[src/hw/rtl/tsqm_pkg.sv]
// Shared constants, types and codes for the touch sample qualifier and mapper.
package tsqm_pkg;

  localparam int RAW_W       = 12;
  localparam int ORIENT_W    = 3;
  localparam int REASON_W    = 3;
  localparam int CFG_IDX_W   = 3;
  localparam int PROD_W      = 2 * RAW_W;
  localparam int DIV_BITS    = 2;
  localparam int DIV_STAGES  = PROD_W / DIV_BITS;
  // Average stage, product stage, divider stages and the clamp register.
  localparam int LANE_DEPTH  = DIV_STAGES + 3;

  localparam logic [RAW_W-1:0] JITTER_LIMIT = RAW_W'(50);

  localparam logic [RAW_W-1:0]    RST_RAW_LOW  = RAW_W'(200);
  localparam logic [RAW_W-1:0]    RST_RAW_HIGH = RAW_W'(3900);
  localparam logic [RAW_W-1:0]    RST_WIDTH    = RAW_W'(320);
  localparam logic [RAW_W-1:0]    RST_HEIGHT   = RAW_W'(240);
  localparam logic [ORIENT_W-1:0] RST_ORIENT   = '0;

  localparam int ORIENT_SWAP  = 0;
  localparam int ORIENT_INV_X = 1;
  localparam int ORIENT_INV_Y = 2;

  typedef enum logic [REASON_W-1:0] {
    RSN_OK        = 3'd0,
    RSN_PEN_UP    = 3'd1,
    RSN_FAULT     = 3'd2,
    RSN_JITTER    = 3'd3,
    RSN_BELOW_MIN = 3'd4
  } reason_t;

  typedef enum logic [CFG_IDX_W-1:0] {
    CFG_X_LOW  = 3'd0,
    CFG_X_HIGH = 3'd1,
    CFG_Y_LOW  = 3'd2,
    CFG_Y_HIGH = 3'd3,
    CFG_WIDTH  = 3'd4,
    CFG_HEIGHT = 3'd5,
    CFG_ORIENT = 3'd6
  } cfg_idx_t;

  typedef struct packed {
    logic [RAW_W-1:0]  rem;
    logic [PROD_W-1:0] nq;
  } div_state_t;

  typedef struct packed {
    logic [RAW_W-1:0] pos;
    logic             jitter;
    logic             below;
  } lane_res_t;

  typedef struct packed {
    logic valid;
    logic pen_up;
    logic fault;
  } side_t;

  typedef struct packed {
    logic             touched;
    logic [RAW_W-1:0] x_pos;
    logic [RAW_W-1:0] y_pos;
    reason_t          reason;
  } out_item_t;

endpackage

[src/hw/rtl/tsqm_ifs.sv]
// Handshake interfaces for the sample, result and register write channels.
interface tsqm_in_if import tsqm_pkg::*; ();
  logic             valid;
  logic             ready;
  logic [RAW_W-1:0] x_first;
  logic [RAW_W-1:0] y_first;
  logic [RAW_W-1:0] x_second;
  logic [RAW_W-1:0] y_second;
  logic             pen_up;
  logic             sample_fault;

  modport source (output valid, x_first, y_first, x_second, y_second, pen_up, sample_fault,
                  input ready);
  modport sink (input valid, x_first, y_first, x_second, y_second, pen_up, sample_fault,
                output ready);
endinterface

interface tsqm_out_if import tsqm_pkg::*; ();
  logic                valid;
  logic                ready;
  logic                touched;
  logic [RAW_W-1:0]    x_pos;
  logic [RAW_W-1:0]    y_pos;
  logic [REASON_W-1:0] reject_reason;

  modport source (output valid, touched, x_pos, y_pos, reject_reason, input ready);
  modport sink (input valid, touched, x_pos, y_pos, reject_reason, output ready);
endinterface

interface tsqm_cfg_if import tsqm_pkg::*; ();
  logic                 valid;
  logic                 ready;
  logic [CFG_IDX_W-1:0] index;
  logic [RAW_W-1:0]     data;

  modport source (output valid, index, data, input ready);
  modport sink (input valid, index, data, output ready);
endinterface

[src/hw/rtl/tsqm_div_stage.sv]
// One pipeline stage of the restoring divider, retiring two quotient bits.
module tsqm_div_stage import tsqm_pkg::*; (
  input  logic             clk,
  input  logic             en,
  input  logic [RAW_W-1:0] divisor,
  input  div_state_t       st_in,
  output div_state_t       st_out
);

  div_state_t st_nxt;

  // The shift register holds the dividend bits not yet used on top and the
  // quotient bits found so far at the bottom.
  always_comb begin
    logic [RAW_W:0] trial;
    logic           ge;
    st_nxt = st_in;
    for (int i = 0; i < DIV_BITS; i++) begin
      trial      = {st_nxt.rem, st_nxt.nq[PROD_W-1]};
      ge         = (trial >= {1'b0, divisor});
      st_nxt.nq  = {st_nxt.nq[PROD_W-2:0], ge};
      st_nxt.rem = ge ? RAW_W'(trial - {1'b0, divisor}) : trial[RAW_W-1:0];
    end
  end

  always_ff @(posedge clk) begin
    if (en) begin
      st_out <= st_nxt;
    end
  end

endmodule

[src/hw/rtl/tsqm_lane.sv]
// One axis lane: averaging, qualification, scaling, pipelined division and clamping.
module tsqm_lane import tsqm_pkg::*; (
  input  logic             clk,
  input  logic             en,
  input  logic [RAW_W-1:0] first,
  input  logic [RAW_W-1:0] second,
  input  logic [RAW_W-1:0] raw_low,
  input  logic [RAW_W-1:0] raw_high,
  input  logic [RAW_W-1:0] size,
  output lane_res_t        res
);

  logic [RAW_W:0]   sum;
  logic [RAW_W:0]   diff;
  logic [RAW_W:0]   adiff;
  logic [RAW_W-1:0] avg;
  logic             jitter;
  logic             below;

  logic [RAW_W-1:0]  ofs_r;
  logic [PROD_W-1:0] prod_r;
  logic              jit_r [LANE_DEPTH-1];
  logic              below_r [LANE_DEPTH-1];

  div_state_t        st [DIV_STAGES+1];

  logic [RAW_W:0]   span;
  logic             span_pos;
  logic [RAW_W-1:0] top;
  logic [PROD_W-1:0] quo;
  logic [RAW_W-1:0] pos;

  assign sum    = {1'b0, first} + {1'b0, second};
  assign avg    = sum[RAW_W:1];
  assign diff   = {1'b0, first} - {1'b0, second};
  assign adiff  = diff[RAW_W] ? (~diff + 1'b1) : diff;
  assign jitter = (adiff > {1'b0, JITTER_LIMIT});
  assign below  = (avg < raw_low);

  always_ff @(posedge clk) begin
    if (en) begin
      ofs_r      <= avg - raw_low;
      jit_r[0]   <= jitter;
      below_r[0] <= below;
      prod_r     <= {{RAW_W{1'b0}}, ofs_r} * {{RAW_W{1'b0}}, size};
      for (int k = 1; k < LANE_DEPTH - 1; k++) begin
        jit_r[k]   <= jit_r[k-1];
        below_r[k] <= below_r[k-1];
      end
    end
  end

  assign span     = {1'b0, raw_high} - {1'b0, raw_low};
  assign span_pos = !span[RAW_W] && (span != '0);

  assign st[0] = '{rem: '0, nq: prod_r};

  for (genvar g = 0; g < DIV_STAGES; g++) begin : g_div
    tsqm_div_stage u_stage (
      .clk     (clk),
      .en      (en),
      .divisor (span[RAW_W-1:0]),
      .st_in   (st[g]),
      .st_out  (st[g+1])
    );
  end

  // A negative or zero span always maps to pixel zero.
  assign quo = st[DIV_STAGES].nq;
  assign top = (size == '0) ? '0 : size - 1'b1;
  assign pos = !span_pos ? '0 :
               (quo > {{RAW_W{1'b0}}, top}) ? top : quo[RAW_W-1:0];

  always_ff @(posedge clk) begin
    if (en) begin
      res.pos    <= pos;
      res.jitter <= jit_r[LANE_DEPTH-2];
      res.below  <= below_r[LANE_DEPTH-2];
    end
  end

endmodule

[src/hw/rtl/tsqm_merge.sv]
// Combines both lanes into one result item and holds it in an output register with a skid stage.
module tsqm_merge import tsqm_pkg::*; (
  input  logic                clk,
  input  logic                rst_n,
  input  side_t               side,
  input  lane_res_t           lane_x,
  input  lane_res_t           lane_y,
  input  logic [ORIENT_W-1:0] orient,
  input  logic [RAW_W-1:0]    width,
  input  logic [RAW_W-1:0]    height,
  output logic                skid_full,
  tsqm_out_if.source          out_ch
);

  out_item_t        item;
  logic [RAW_W-1:0] top_w;
  logic [RAW_W-1:0] top_h;
  logic [RAW_W-1:0] px;
  logic [RAW_W-1:0] py;

  out_item_t out_r;
  out_item_t skid_r;
  logic      out_valid_r;
  logic      skid_valid_r;
  logic      out_fire;

  assign top_w = (width == '0) ? '0 : width - 1'b1;
  assign top_h = (height == '0) ? '0 : height - 1'b1;

  assign px = orient[ORIENT_SWAP] ? lane_y.pos : lane_x.pos;
  assign py = orient[ORIENT_SWAP] ? lane_x.pos : lane_y.pos;

  always_comb begin
    item = '0;
    priority if (side.pen_up) begin
      item.reason = RSN_PEN_UP;
    end else if (side.fault) begin
      item.reason = RSN_FAULT;
    end else if (lane_x.jitter || lane_y.jitter) begin
      item.reason = RSN_JITTER;
    end else if (lane_x.below || lane_y.below) begin
      item.reason = RSN_BELOW_MIN;
    end else begin
      item.reason  = RSN_OK;
      item.touched = 1'b1;
      item.x_pos   = orient[ORIENT_INV_X] ? top_w - px : px;
      item.y_pos   = orient[ORIENT_INV_Y] ? top_h - py : py;
    end
  end

  assign out_fire  = out_valid_r && out_ch.ready;
  assign skid_full = skid_valid_r;

  // While the skid stage is full the pipeline is frozen, so no new item arrives.
  always_ff @(posedge clk) begin
    if (!rst_n) begin
      out_valid_r  <= 1'b0;
      skid_valid_r <= 1'b0;
    end else if (skid_valid_r) begin
      if (out_fire) begin
        skid_valid_r <= 1'b0;
      end
    end else if (side.valid) begin
      if (out_valid_r && !out_fire) begin
        skid_valid_r <= 1'b1;
      end else begin
        out_valid_r <= 1'b1;
      end
    end else if (out_fire) begin
      out_valid_r <= 1'b0;
    end
  end

  always_ff @(posedge clk) begin
    if (skid_valid_r) begin
      if (out_fire) begin
        out_r <= skid_r;
      end
    end else if (side.valid) begin
      if (out_valid_r && !out_fire) begin
        skid_r <= item;
      end else begin
        out_r <= item;
      end
    end
  end

  assign out_ch.valid         = out_valid_r;
  assign out_ch.touched       = out_r.touched;
  assign out_ch.x_pos         = out_r.x_pos;
  assign out_ch.y_pos         = out_r.y_pos;
  assign out_ch.reject_reason = out_r.reason;

  a_skid_needs_out: assert property (@(posedge clk) disable iff (!rst_n)
    skid_valid_r |-> out_valid_r)
    else $error("skid stage holds an item while the output register is empty");

  a_touch_reason: assert property (@(posedge clk) disable iff (!rst_n)
    out_valid_r |-> (out_r.touched == (out_r.reason == RSN_OK)))
    else $error("touched flag disagrees with reject reason");

  a_reject_zero: assert property (@(posedge clk) disable iff (!rst_n)
    (out_valid_r && !out_r.touched) |-> (out_r.x_pos == '0 && out_r.y_pos == '0))
    else $error("rejected item carries a nonzero position");

  a_skid_drains: assert property (@(posedge clk) disable iff (!rst_n)
    (skid_valid_r && out_fire) |=> (out_valid_r && !skid_valid_r))
    else $error("skid item lost when the output register was taken");

endmodule

[src/hw/rtl/touch_sample_qualify_and_map.sv]
// Top level of the touch sample qualifier and panel mapper.
// Usage:
//   in_ch carries one item of two X/Y conversion pairs plus pen-up and fault
//   flags; it is taken at a clock edge where valid and ready are both high.
//   out_ch gives exactly one result item per input item, in order: touched,
//   panel X/Y pixel and a reject reason.
//   cfg_ch writes the seven calibration and panel registers by index; it is
//   always ready, and writes are expected only while no item is in flight.
//   Each axis runs in its own lane: average and qualify, scale by the panel
//   size, then a divider pipeline of twelve stages at two quotient bits each,
//   then a clamp register. A merge stage picks the reject reason and applies
//   axis swap and inversion into the output register.
//   One item is taken every cycle while the skid stage is not full.
//   When the receiver stalls, one finished item waits in the output register
//   and one more in a skid stage; once the skid stage is full the whole
//   pipeline freezes and in_ch.ready drops until the output is taken.
//   Synchronous reset empties the pipeline and loads the register defaults.
module touch_sample_qualify_and_map import tsqm_pkg::*; (
  input  logic       clk,
  input  logic       rst_n,
  tsqm_in_if.sink    in_ch,
  tsqm_out_if.source out_ch,
  tsqm_cfg_if.sink   cfg_ch
);

  logic [RAW_W-1:0]    raw_x_low_r;
  logic [RAW_W-1:0]    raw_x_high_r;
  logic [RAW_W-1:0]    raw_y_low_r;
  logic [RAW_W-1:0]    raw_y_high_r;
  logic [RAW_W-1:0]    width_r;
  logic [RAW_W-1:0]    height_r;
  logic [ORIENT_W-1:0] orient_r;

  logic             advance;
  logic             skid_full;
  side_t            side_r [LANE_DEPTH];
  logic [RAW_W-1:0] size_x;
  logic [RAW_W-1:0] size_y;
  lane_res_t        res_x;
  lane_res_t        res_y;

  assign cfg_ch.ready = 1'b1;

  always_ff @(posedge clk) begin
    if (!rst_n) begin
      raw_x_low_r  <= RST_RAW_LOW;
      raw_x_high_r <= RST_RAW_HIGH;
      raw_y_low_r  <= RST_RAW_LOW;
      raw_y_high_r <= RST_RAW_HIGH;
      width_r      <= RST_WIDTH;
      height_r     <= RST_HEIGHT;
      orient_r     <= RST_ORIENT;
    end else if (cfg_ch.valid) begin
      unique case (cfg_idx_t'(cfg_ch.index))
        CFG_X_LOW:  raw_x_low_r  <= cfg_ch.data;
        CFG_X_HIGH: raw_x_high_r <= cfg_ch.data;
        CFG_Y_LOW:  raw_y_low_r  <= cfg_ch.data;
        CFG_Y_HIGH: raw_y_high_r <= cfg_ch.data;
        CFG_WIDTH:  width_r      <= cfg_ch.data;
        CFG_HEIGHT: height_r     <= cfg_ch.data;
        CFG_ORIENT: orient_r     <= cfg_ch.data[ORIENT_W-1:0];
        default: ;
      endcase
    end
  end

  assign advance     = !skid_full;
  assign in_ch.ready = advance;

  always_ff @(posedge clk) begin
    if (!rst_n) begin
      for (int k = 0; k < LANE_DEPTH; k++) begin
        side_r[k] <= '0;
      end
    end else if (advance) begin
      side_r[0] <= '{valid: in_ch.valid, pen_up: in_ch.pen_up, fault: in_ch.sample_fault};
      for (int k = 1; k < LANE_DEPTH; k++) begin
        side_r[k] <= side_r[k-1];
      end
    end
  end

  // With swapped axes each lane scales to the other panel dimension.
  assign size_x = orient_r[ORIENT_SWAP] ? height_r : width_r;
  assign size_y = orient_r[ORIENT_SWAP] ? width_r : height_r;

  tsqm_lane u_lane_x (
    .clk      (clk),
    .en       (advance),
    .first    (in_ch.x_first),
    .second   (in_ch.x_second),
    .raw_low  (raw_x_low_r),
    .raw_high (raw_x_high_r),
    .size     (size_x),
    .res      (res_x)
  );

  tsqm_lane u_lane_y (
    .clk      (clk),
    .en       (advance),
    .first    (in_ch.y_first),
    .second   (in_ch.y_second),
    .raw_low  (raw_y_low_r),
    .raw_high (raw_y_high_r),
    .size     (size_y),
    .res      (res_y)
  );

  tsqm_merge u_merge (
    .clk       (clk),
    .rst_n     (rst_n),
    .side      (side_r[LANE_DEPTH-1] & {advance, 2'b11}),
    .lane_x    (res_x),
    .lane_y    (res_y),
    .orient    (orient_r),
    .width     (width_r),
    .height    (height_r),
    .skid_full (skid_full),
    .out_ch    (out_ch)
  );

endmodule

[src/flat_wrapper.sv]
// flat-port wrapper written by rule: the top's interface ports become plain ports
module touch_sample_qualify_and_map_flat import tsqm_pkg::*;
  (clk, rst_n, in_ch_valid, in_ch_x_first, in_ch_y_first, in_ch_x_second, in_ch_y_second, in_ch_pen_up, in_ch_sample_fault, in_ch_ready, out_ch_valid, out_ch_touched, out_ch_x_pos, out_ch_y_pos, out_ch_reject_reason, out_ch_ready, cfg_ch_valid, cfg_ch_index, cfg_ch_data, cfg_ch_ready);
  tsqm_in_if in_ch_i ();
  tsqm_out_if out_ch_i ();
  tsqm_cfg_if cfg_ch_i ();
  input  logic clk;
  input  logic rst_n;
  input wire logic [$bits(in_ch_i.valid)-1:0] in_ch_valid;
  input wire logic [$bits(in_ch_i.x_first)-1:0] in_ch_x_first;
  input wire logic [$bits(in_ch_i.y_first)-1:0] in_ch_y_first;
  input wire logic [$bits(in_ch_i.x_second)-1:0] in_ch_x_second;
  input wire logic [$bits(in_ch_i.y_second)-1:0] in_ch_y_second;
  input wire logic [$bits(in_ch_i.pen_up)-1:0] in_ch_pen_up;
  input wire logic [$bits(in_ch_i.sample_fault)-1:0] in_ch_sample_fault;
  output wire logic [$bits(in_ch_i.ready)-1:0] in_ch_ready;
  output wire logic [$bits(out_ch_i.valid)-1:0] out_ch_valid;
  output wire logic [$bits(out_ch_i.touched)-1:0] out_ch_touched;
  output wire logic [$bits(out_ch_i.x_pos)-1:0] out_ch_x_pos;
  output wire logic [$bits(out_ch_i.y_pos)-1:0] out_ch_y_pos;
  output wire logic [$bits(out_ch_i.reject_reason)-1:0] out_ch_reject_reason;
  input wire logic [$bits(out_ch_i.ready)-1:0] out_ch_ready;
  input wire logic [$bits(cfg_ch_i.valid)-1:0] cfg_ch_valid;
  input wire logic [$bits(cfg_ch_i.index)-1:0] cfg_ch_index;
  input wire logic [$bits(cfg_ch_i.data)-1:0] cfg_ch_data;
  output wire logic [$bits(cfg_ch_i.ready)-1:0] cfg_ch_ready;
  assign in_ch_i.valid = in_ch_valid;
  assign in_ch_i.x_first = in_ch_x_first;
  assign in_ch_i.y_first = in_ch_y_first;
  assign in_ch_i.x_second = in_ch_x_second;
  assign in_ch_i.y_second = in_ch_y_second;
  assign in_ch_i.pen_up = in_ch_pen_up;
  assign in_ch_i.sample_fault = in_ch_sample_fault;
  assign in_ch_ready = in_ch_i.ready;
  assign out_ch_valid = out_ch_i.valid;
  assign out_ch_touched = out_ch_i.touched;
  assign out_ch_x_pos = out_ch_i.x_pos;
  assign out_ch_y_pos = out_ch_i.y_pos;
  assign out_ch_reject_reason = out_ch_i.reject_reason;
  assign out_ch_i.ready = out_ch_ready;
  assign cfg_ch_i.valid = cfg_ch_valid;
  assign cfg_ch_i.index = cfg_ch_index;
  assign cfg_ch_i.data = cfg_ch_data;
  assign cfg_ch_ready = cfg_ch_i.ready;
  touch_sample_qualify_and_map u_core (.clk(clk), .rst_n(rst_n), .in_ch(in_ch_i), .out_ch(out_ch_i), .cfg_ch(cfg_ch_i));
endmodule
[config.mk]
export PLATFORM = sky130hd
export DESIGN_NAME = touch_sample_qualify_and_map_flat
export DESIGN_NICKNAME = d
export VERILOG_FILES = /design/src/hw/rtl/tsqm_pkg.sv /design/src/hw/rtl/tsqm_ifs.sv /design/src/hw/rtl/tsqm_div_stage.sv /design/src/hw/rtl/tsqm_lane.sv /design/src/hw/rtl/tsqm_merge.sv /design/src/hw/rtl/touch_sample_qualify_and_map.sv /design/src/flat_wrapper.sv
export SDC_FILE = /design/constraint.sdc
export NUM_CORES = 2
export LEC_CHECK = 0
export BUFFER_PORTS_ARGS = -buffer_cell sky130_fd_sc_hd__buf_2
export CAP_MARGIN = 30
export CORE_ASPECT_RATIO = 1.75
export CORE_UTILIZATION = 59
export DETAILED_ROUTE_END_ITERATION = 16
export GPL_TIMING_DRIVEN = 1
export PLACE_DENSITY = 0.75
export SYNTH_ARGS = -nofsm -noshare
export SYNTH_HDL_FRONTEND = slang
export SYNTH_SLANG_ARGS = --single-unit
[constraint.sdc]
create_clock -name clk -period 30.1 [get_ports clk]
set_input_delay 3.01 -clock clk [delete_from_list [all_inputs] [get_ports clk]]
set_output_delay 3.01 -clock clk [all_outputs]
set_load 0.02 [all_outputs]
==> results.toml <==
[worst_setup_path]
path_class = "reg -> reg"
required_ns = 30.60
crit_top_cell = "o21ai_0"
crit_cells = 30
r2r-start = "u_core.raw_y_low_r[6]"
worstSetupEndpoint = "u_core.u_lane_y.g_div[8].u_stage.st_out[34]"
worstSetupStartpointType = "flop"
cp-end-kind = "flop"
cp-startpoint = "u_core.raw_y_low_r[6]"
cpPeakStageDelay_ns = 0.80
r2r_slack_ns = 20.87
cp_max_fo = 24
worstRegToRegCells = 30
cpMaxStageDelayCell = "a2111oi_0"
critPathArrivalTime_ns = 9.73
path_buf_inv = 4
r2r-end = "u_core.u_lane_y.g_div[8].u_stage.st_out[34]"
cpLargestDelayFamily = "compound AO/OA/AOI/OAI gates"

[logic_synthesis]
yosysMostFrequentCell = "edfxtp_1"
avgSynthCellArea_sq_um = 10.7
synth_top_cell_area_share = 0.393
ys_top_cells_by_area = "edfxtp_1 (39%), ha_1 (12%), fa_1 (6.1%), xnor2_1 (4.5%), mux2_2 (3.2%)"
yosysTopAreaCell = "edfxtp_1"
ys_seq_elements = 1174
synth_flop_cell = "edfxtp_1"
synth_commonest_cells = "edfxtp_1 (1,097), ha_1 (782), nand2_1 (669), inv_1 (636), nor2_1 (455)"
synth_warnings = 0
synth_cell_types = 100
syn_inst = 7877
ys_async_sr_fraction = 0
synth-edff-count = 1097
syn-num-nets = 8983
yosysSeqAreaShare = 0.411
synthesis.area_sq_um = 83900

[sta]
fmax_ghz = 0.108
whs_ns = 0.389
tightest_slew_ns = 1.03
rsz0062_at_grt = "no"
maxSlewViolCount = 0
hold_violations = 0
fin_crit_sh = 0.307
slew_headroom = 0.309
finalSetupTns_ns = 0
skew_ns = 0.0373
final.min_clock_period_ns = 9.23
finalSetupViolCount = 0

[hold_path]
holdPathStages = 0
hp-class = "reg -> reg"

[floorplanning]
die_width_microns = 287
row_count = 182
fp.dieH_microns = 501
start_util = 0.596
io_pins = 101
die-area_sq_um = 144000
core_area_sq_um = 141000

[final_layout]
utilization = 0.644
instances_no_fill = 9904
area_delta_synth_final_pct = 7.94
nNetsFinal = 9065
fill_cells = 11100
drive_gt1_frac = 0.0896

[clock_tree]
clock_path_buffers = 3
htreeDepth = 3
clockRootBuffer = "clkbuf_16"
cts_tree = "yes"
cts_setup_buffers = 0
cts_sinks = 1174
post_cts_resized = 0
clk_latency_ns = 0.76
cts.clk_slew.worst_paths_ns = 0.07
ctsHoldBuffers = 0
cts_buffers = 111

[placement]
routabilityCongestion = 0.964
place_hpwl_mm = 159
port-buffer-count = 99
dp_cells = 9682

[routing]
drtPass1Iterations = 6
first_iter_violations = 3530
ant_nets = 0
avgViaCountPerCell = 6.12
drc_errors = 0
wl_per_cell_microns = 21.7
vias = 60600
drt-total-wl_mm = 215

[outcome]
status = "finished, final reports clean"

[grt]
track_usage = 0.300
grt_pass1_vias = 62500
grt_overflow = 0
grt_pass1_wl_mm = 334
antenna_found_initial = 12
grt_max_degree = 184

[power]
p_per_area_nw_per_um2 = 108
total_power_mw = 9.76
peakVddDrop_uv = 637
p_leak_nw = 39.9

[job]
maxCapViolCount = 0
-- final cells by class --
type                            instances  area [sq um]  area share
Sequential cell                      1174         34500       0.381
Antenna cell                            7          17.5    0.000193
Timing Repair Buffer                  176          1200      0.0132
Clock inverter                         80           955      0.0105
Multi-Input combinational cell       5849         46300       0.511
Inverter                              647          2440      0.0269
Tap cell                             1840          2300      0.0254
Clock buffer                          131          2920      0.0322
-- metrics by stage --
stage,setup WS [ns],area [sq um]
2_1_floorplan,1.75,83900
6_report,20.87,90600
5_1_grt,20.45,90600
3_5_place_dp,21.03,86600
3_3_place_gp,21.12,86500
4_1_cts,20.99,90400
-- worst min path at each step --
stage	slack (ns)	to	start
floorplan	0.40	u_core.u_lane_x.below_r[10]	u_core.u_lane_x.below_r[9]
global placement	0.40	u_core.u_lane_y.g_div[4].u_stage.st_out[15]	u_core.u_lane_y.g_div[3].u_stage.st_out[13]
detailed placement	0.40	u_core.u_lane_x.g_div[0].u_stage.st_out[6]	u_core.u_lane_x.prod_r[4]
CTS	0.39	u_core.u_lane_x.g_div[0].u_stage.st_out[10]	u_core.u_lane_x.prod_r[8]
global route	0.39	u_core.u_lane_x.g_div[0].u_stage.st_out[10]	u_core.u_lane_x.prod_r[8]
finish	0.39	u_core.u_lane_x.g_div[0].u_stage.st_out[10]	u_core.u_lane_x.prod_r[8]
-- report_power, final --
part	total, mW	switching, mW	internal [mW]
sequential	2.69	0.297	2.39
clock	1.50	0.657	0.841
combinational	5.57	3.26	2.31
total	9.76	4.21	5.54
-- cells in the final DEF (no fill, tap or decap), types with 51 or more instances in the layout --
cell,n
edfxtp_1,1097
ha_1,782
nand2_1,667
inv_1,634
nor2_1,455
xnor2_1,425
a21oi_1,406
o21ai_0,312
fa_1,252
mux2_2,241
a21o_1,205
nor2b_1,200
xor2_1,166
and2_1,155
nand3_1,148
nand2b_1,119
clkbuf_16,113
nor3_1,108
mux2i_1,100
buf_2,99
nand4_1,96
o21a_1,80
a21boi_0,77
dfxtp_1,76
a31oi_1,72
a211oi_1,71
buf_4,68
maj3_1,51
-- flip-flops by register name (all words and copies together) (netlist names), 14 cells and up --
name                                  flops
u_core.side_r                            45
u_core.u_lane_x.below_r                  14
u_core.u_lane_x.g_div.u_stage.st_out    420
u_core.u_lane_x.jit_r                    14
u_core.u_lane_x.prod_r                   24
u_core.u_lane_x.res                      14
u_core.u_lane_y.below_r                  14
u_core.u_lane_y.g_div.u_stage.st_out    420
u_core.u_lane_y.jit_r                    14
u_core.u_lane_y.prod_r                   24
u_core.u_lane_y.res                      14
u_core.u_merge.skid_r                    28
-- cell families after synthesis --
kind of cell | after synthesis | share of synthesized area
simple gates | 2188 | 0.128
compound gates | 1604 | 0.125
flops | 1174 | 0.411
fa+ha+maj | 1090 | 0.184
buf+inv | 854 | 0.0393
xor+xnor | 613 | 0.0663
mux | 353 | 0.0462
other cells | 1 | 0.0000447
-- metal layers --
metal,track usage,wire length (microns),part of all wire
met4,0.257,20800,0.097
met2,0.542,111000,0.51
met1,0.302,74500,0.35
met5,0,23,0.00011
met3,0.0364,9180,0.043
Note: power is estimated with default switching activity, not from simulation.
